### config.mk
export PLATFORM = sky130hd
export DESIGN_NAME = wsdm_regs
export DESIGN_NICKNAME = d
export VERILOG_FILES = /design/src/design/wsdm_pkg.sv /design/src/design/wsdm_regs.sv
export SDC_FILE = /design/constraint.sdc
export NUM_CORES = 1
export LEC_CHECK = 0
export ABC_AREA = 1
export BUFFER_PORTS_ARGS = -buffer_cell sky130_fd_sc_hd__buf_2
export CAP_MARGIN = 20
export CORE_MARGIN = 2
export CORE_UTILIZATION = 35
export CTS_BUF_LIST = sky130_fd_sc_hd__clkbuf_16
export DETAILED_ROUTE_END_ITERATION = 10
export GPL_ROUTABILITY_DRIVEN = 0
export SLEW_MARGIN = 30
export SYNTH_ARGS = -nofsm -noshare
export SYNTH_HDL_FRONTEND = slang
export SYNTH_SLANG_ARGS = --single-unit
export TNS_END_PERCENT = 20
### constraint.sdc
create_clock -name clk -period 1.5 [get_ports clk]
set_input_delay 0.3 -clock clk [delete_from_list [all_inputs] [get_ports clk]]
set_output_delay 0.3 -clock clk [all_outputs]
set_load 0.05 [all_outputs]
### src/design/wsdm_pkg.sv
// Shared constants, configuration record and curve table builders for the
// waveshaper/mix block. No dependencies; used by design/ files but wsdm_if.
package wsdm_pkg;

	// Curve table resolution: 2^CURVE_TABLE_BITS intervals, one extra end entry
	localparam int CURVE_TABLE_BITS = 8;
	localparam int TAB_N            = 1 << CURVE_TABLE_BITS;
	localparam int ROM_IDX_W        = CURVE_TABLE_BITS + 1;
	localparam int SIN_FB           = 16 - CURVE_TABLE_BITS;
	localparam int TANH_FB          = 18 - CURVE_TABLE_BITS;
	localparam int SIN_Q_W          = 18 + SIN_FB;
	localparam int TANH_Q_W         = 18 + TANH_FB;

	// Register file layout
	localparam int PADDR_W   = 5;
	localparam int REG_IDX_W = PADDR_W - 2;
	localparam logic [REG_IDX_W-1:0] REG_CURVE_MODE  = 3'd0;
	localparam logic [REG_IDX_W-1:0] REG_DRIVE_GAIN  = 3'd1;
	localparam logic [REG_IDX_W-1:0] REG_FOLD_FACTOR = 3'd2;
	localparam logic [REG_IDX_W-1:0] REG_BIAS_OFFSET = 3'd3;
	localparam logic [REG_IDX_W-1:0] REG_WET_LEVEL   = 3'd4;

	// Curve select codes; the unused code behaves as hard clip
	localparam logic [1:0] CURVE_CLIP = 2'd0;
	localparam logic [1:0] CURVE_TANH = 2'd1;
	localparam logic [1:0] CURVE_FOLD = 2'd2;

	// Reset values
	localparam logic [15:0] DRIVE_RESET = 16'd4096;
	localparam logic [15:0] FOLD_RESET  = 16'd8192;
	localparam logic [15:0] WET_RESET   = 16'd16384;
	localparam logic [15:0] WET_ONE     = 16'd32768;

	localparam logic [63:0] ONE_Q30 = 64'd1 << 30;
	localparam logic [63:0] PI_Q30  = 64'd3373259426;

	typedef struct packed {
		logic [1:0]  curve_mode;
		logic [15:0] drive_gain;
		logic [15:0] fold_factor;
		logic [15:0] bias_offset;
		logic [15:0] wet_level;
	} wsdm_cfg_t;

	// Saturate a signed value to the Q1.15 range
	function automatic logic signed [15:0] sat16(input logic signed [35:0] v);
		logic signed [15:0] r;
		if (v > 36'sd32767) begin
			r = 16'sh7fff;
		end else if (v < -36'sd32768) begin
			r = 16'sh8000;
		end else begin
			r = v[15:0];
		end
		return r;
	endfunction

	// Restoring long division, used only while building the curve tables
	function automatic logic [63:0] udiv64(input logic [63:0] num, input logic [63:0] den);
		logic [63:0] rem;
		logic [63:0] quo;
		rem = '0;
		quo = '0;
		for (int i = 63; i >= 0; i--) begin
			rem = {rem[62:0], num[i]};
			if (rem >= den) begin
				rem = rem - den;
				quo[i] = 1'b1;
			end
		end
		return quo;
	endfunction

	// tanh in Q30: short series on x/64, then six double-angle steps
	function automatic logic [63:0] tanh_q30(input logic [63:0] x);
		logic [63:0] h;
		logic [63:0] h2;
		logic [63:0] h3;
		logic [63:0] h5;
		logic [63:0] h7;
		logic [63:0] t;
		h  = x >> 6;
		h2 = (h * h) >> 30;
		h3 = (h2 * h) >> 30;
		h5 = (h3 * h2) >> 30;
		h7 = (h5 * h2) >> 30;
		t  = h + (64'd2 * h5) / 64'd15 - h3 / 64'd3 - (64'd17 * h7) / 64'd315;
		for (int i = 0; i < 6; i++) begin
			t = udiv64((64'd2 * t) << 30, ONE_Q30 + ((t * t) >> 30));
		end
		return t;
	endfunction

	// sine in Q30 over the first quadrant, power series to eight terms
	function automatic logic [63:0] sin_q30(input logic [63:0] a);
		logic [63:0] x2;
		logic [63:0] term;
		logic [63:0] k2;
		logic signed [63:0] sum;
		x2   = (a * a) >> 30;
		term = a;
		sum  = $signed(a);
		for (int k = 1; k <= 7; k++) begin
			k2   = 64'(2 * k);
			term = udiv64((term * x2) >> 30, k2 * (k2 + 64'd1));
			if ((k % 2) == 1) begin
				sum = sum - $signed(term);
			end else begin
				sum = sum + $signed(term);
			end
		end
		return (sum < 0) ? 64'd0 : $unsigned(sum);
	endfunction

	function automatic logic [15:0] q30_to_q15(input logic [63:0] v);
		logic [63:0] r;
		r = (v + 64'd16384) >> 15;
		return (r > 64'd32767) ? 16'd32767 : r[15:0];
	endfunction

	function automatic logic [15:0] tanh_entry(input int k);
		return q30_to_q15(tanh_q30(64'(k) << (33 - CURVE_TABLE_BITS)));
	endfunction

	function automatic logic [15:0] sin_base(input int j);
		return q30_to_q15(sin_q30((PI_Q30 * 64'(j)) >> (CURVE_TABLE_BITS - 1)));
	endfunction

	// Full-turn sine table from the first quadrant by symmetry
	function automatic logic signed [15:0] sin_entry(input int k);
		logic signed [15:0] r;
		if (k <= TAB_N / 4) begin
			r = $signed(sin_base(k));
		end else if (k <= TAB_N / 2) begin
			r = $signed(sin_base(TAB_N / 2 - k));
		end else if (k <= (3 * TAB_N) / 4) begin
			r = -$signed(sin_base(k - TAB_N / 2));
		end else begin
			r = -$signed(sin_base(TAB_N - k));
		end
		return r;
	endfunction

endpackage

### src/design/wsdm_regs.sv
// APB configuration registers for the waveshaper/mix block.
// Depends on wsdm_pkg for the register map and the configuration record.
module wsdm_regs (
	input  logic                          clk,
	input  logic                          arst_n,
	input  logic                          psel,
	input  logic                          penable,
	input  logic                          pwrite,
	input  logic [wsdm_pkg::PADDR_W-1:0]  paddr,
	input  logic [31:0]                   pwdata,
	output logic [31:0]                   prdata,
	output logic                          pready,
	output wsdm_pkg::wsdm_cfg_t           cfg
);
	import wsdm_pkg::*;

	logic [REG_IDX_W-1:0] idx;
	logic                 wr_en;
	wsdm_cfg_t            cfg_q;

	assign idx    = paddr[PADDR_W-1:2];
	assign wr_en  = psel && penable && pwrite;
	assign pready = 1'b1;
	assign cfg    = cfg_q;

	// Register writes; out-of-range indexes are dropped
	always_ff @(posedge clk or negedge arst_n) begin
		if (!arst_n) begin
			cfg_q.curve_mode  <= CURVE_CLIP;
			cfg_q.drive_gain  <= DRIVE_RESET;
			cfg_q.fold_factor <= FOLD_RESET;
			cfg_q.bias_offset <= '0;
			cfg_q.wet_level   <= WET_RESET;
		end else if (wr_en) begin
			unique case (idx)
				REG_CURVE_MODE:  cfg_q.curve_mode  <= pwdata[1:0];
				REG_DRIVE_GAIN:  cfg_q.drive_gain  <= pwdata[15:0];
				REG_FOLD_FACTOR: cfg_q.fold_factor <= pwdata[15:0];
				REG_BIAS_OFFSET: cfg_q.bias_offset <= pwdata[15:0];
				REG_WET_LEVEL:   cfg_q.wet_level   <= pwdata[15:0];
				default: ;
			endcase
		end
	end

	// Read-back mux
	always_comb begin
		unique case (idx)
			REG_CURVE_MODE:  prdata = {30'd0, cfg_q.curve_mode};
			REG_DRIVE_GAIN:  prdata = {16'd0, cfg_q.drive_gain};
			REG_FOLD_FACTOR: prdata = {16'd0, cfg_q.fold_factor};
			REG_BIAS_OFFSET: prdata = {16'd0, cfg_q.bias_offset};
			REG_WET_LEVEL:   prdata = {16'd0, cfg_q.wet_level};
			default:         prdata = '0;
		endcase
	end

endmodule

==> run summary <==
max-cap violations - 0
Clock Latency Late Sink - 0.33 ns
Critical Path AT - 1.21 ns
Die Footprint - 10500 µm²
clock sink count - 66
I/O Pins - 141
nets@finish - 585
Num CTS Buffers - 9
H-tree depth - 3
Tmin final - 1.51 ns
critical path fanouts, max - 16
CTS Hold Bufs - 0
Leak - 2.47 nW
Rows - 35
Area Overhead vs Synth - 37.1%
Avg Cell Area, Syn - 8.17 µm²
Tcrit/Tclk final - 1.01
Reg2Reg Setup Slack - 0.73 ns
DR WL/cell - 16.4 µm
max reg flops - 66
area of the core - 9330 µm²
Critical Path End Type - primary output
violated checks - hold timing, setup timing
worst reg2reg startpoint - cfg[0]
initial drt markers - 214
Max Freq - 661 MHz
startpoint type of the worst setup path - input port
post-synth cell types - 23
CP Class - in2out
Die W - 103 µm
Initial Utilization - 0.364
share of cells above drive strength 1 - 0.334
Layout fillers - 934
Worst Skew - 0 ns
Yosys warnings - 0
Power Total - 7.38 mW
detailed-router iteration count before antenna repair - 4
Worst-path clk slew - 0.06 ns
Hold Slack - -0.0123 ns
Placed Cells - 654
Cell Pwr Density - 1590 nW/µm²
first-pass GRT wire length - 17.3 mm
vias in the first global route - 3382
Buffers on Ports - 105
status - finished, violations left
Post-DP HPWL - 7.85 mm
grt ovf - 0
Storage cell area - 1660 µm²
Worst Slack Setup Final - -0.0133 ns
CP Data Required Time - 1.20 ns
Hold WC Path Type - in2async
final hold vios - 7
Cells after Synth - 416
vias per cell - 5.12
initial antenna violation count - 0
fin cells - 677
register area share after synthesis - 0.487
die span in y - 103 µm
flip-flop and latch count after synthesis - 66
# diodes - 0
final wirelength - 11.1 mm
reg2reg end - cfg[0]
worst slack, placed - -0.0966 ns
Max Buffers Root-to-Sink - 2
final setup TNS - -0.0387 ns
Routed Antenna Nets - 0
r2r worst-path depth - 3
Peak VDD IR - 0.759 mV
CTS tree - done
drt drc - 0
pin count of the biggest net entering global routing - 44
root buf cell - clkbuf_16
Multi-input gate area - 1520 µm²
pins over their slew limit - 0
unrepaired setup endpoints after global routing - true
Total GRT Usage - 0.218
Via Count - 3464
final setup vio count - 5
Syn Std Cell Area - 3400 µm²
==> cells in the mapped netlist (all sizes together) <==
master  count  area share
nand4      30       0.055
dfrtp      63        0.46
dfstp       3       0.023
nor2       10       0.028
buf        36       0.077
inv         1      0.0011
clkbuf     10       0.011
nand3b      1      0.0059
nand2     158        0.18
conb        2      0.0022
o21ai      66       0.097
nand3      36       0.058
==> worst max-delay path: stages <==
cell and delay [ns]:
buf_2 0.20, buf_4 0.27, nand4_1 0.12, nand4_1 0.14, buf_6 0.17
==> area by class of cell <==
cell class	count	share of cell area
flip-flops and latches	66	0.355
inverters	1	0.00242
repair buffers	147	0.210
multi-input cells	318	0.327
well taps	129	0.0346
clock inverters	7	0.0218
clock buffers	9	0.0483
==> power by group <==
part           switching [mW]  internal (mW)
Clock                   0.833           1.47
Combinational            2.06          0.614
Sequential              0.282           2.12
==> per-layer routing <==
layer / track usage / vias up / part of all wire / wire, µm
li1: - / 1625 / - / -
met1: 0.291 / 1650 / 0.42 / 4700
met2: 0.348 / 172 / 0.48 / 5320
met3: 0.0454 / 17 / 0.079 / 882
met4: 0.0913 / 0 / 0.017 / 192
met5: 0 / - / 0 / 0
==> how the worst max path moves through the flow <==
stage               depth (start not counted)         end     start  slack, ns
detailed placement                          8   prdata[4]  paddr[4]       -0.1
CTS                                         8   prdata[4]  paddr[4]      -0.03
global route                                5   prdata[1]   cfg[65]      -0.08
finish                                      5  prdata[11]  paddr[2]      -0.01
global placement                            8  prdata[15]  paddr[4]      -0.09
floorplan                                   7  prdata[11]  paddr[4]      -0.11
==> what timing repair did <==
item,CTS,global route
pin swaps,5,13
buffers inserted,4,3
endpoints found under the setup margin,16,16
gates cloned,0,0
gates resized for setup,34,5
==> stage by stage <==
stage | util | hold slack [ns] | area [µm²]
6_report | 0.499 | -0.0123 | 4660
5_1_grt | 0.499 | 0.0396 | 4660
4_1_cts | 0.495 | 0.00346 | 4620
3_5_place_dp | 0.445 | 0.362 | 4150
3_3_place_gp | 0.445 | 0.361 | 4150
2_1_floorplan | - | 0.00441 | 3510
==> cell usage in the layout, fill, tap and decap left out, types with 6 or more instances in the layout <==
master,Yosys,routed
conb_1,2,17
nand3_1,34,31
nor2_4,5,6
buf_6,5,19
buf_4,22,37
nand4_1,30,30
dfrtp_1,63,63
nand2_1,156,155
buf_2,5,88
clkbuf_16,0,9
o21ai_1,42,42
o21ai_0,24,24
==> cell families (layout without fill, tap and decap cells) <==
| logic type | count (synthesis) | count (layout) | synth area share |
|---|---|---|---|
| other | 2 | 17 | 0.00221 |
| buffers and inverters | 47 | 164 | 0.0891 |
| and+or+nand+nor | 235 | 235 | 0.324 |
| AOI/OAI and AO/OA | 66 | 66 | 0.0972 |
| DFF | 66 | 66 | 0.487 |
Power figures use the tool's default switching activity.
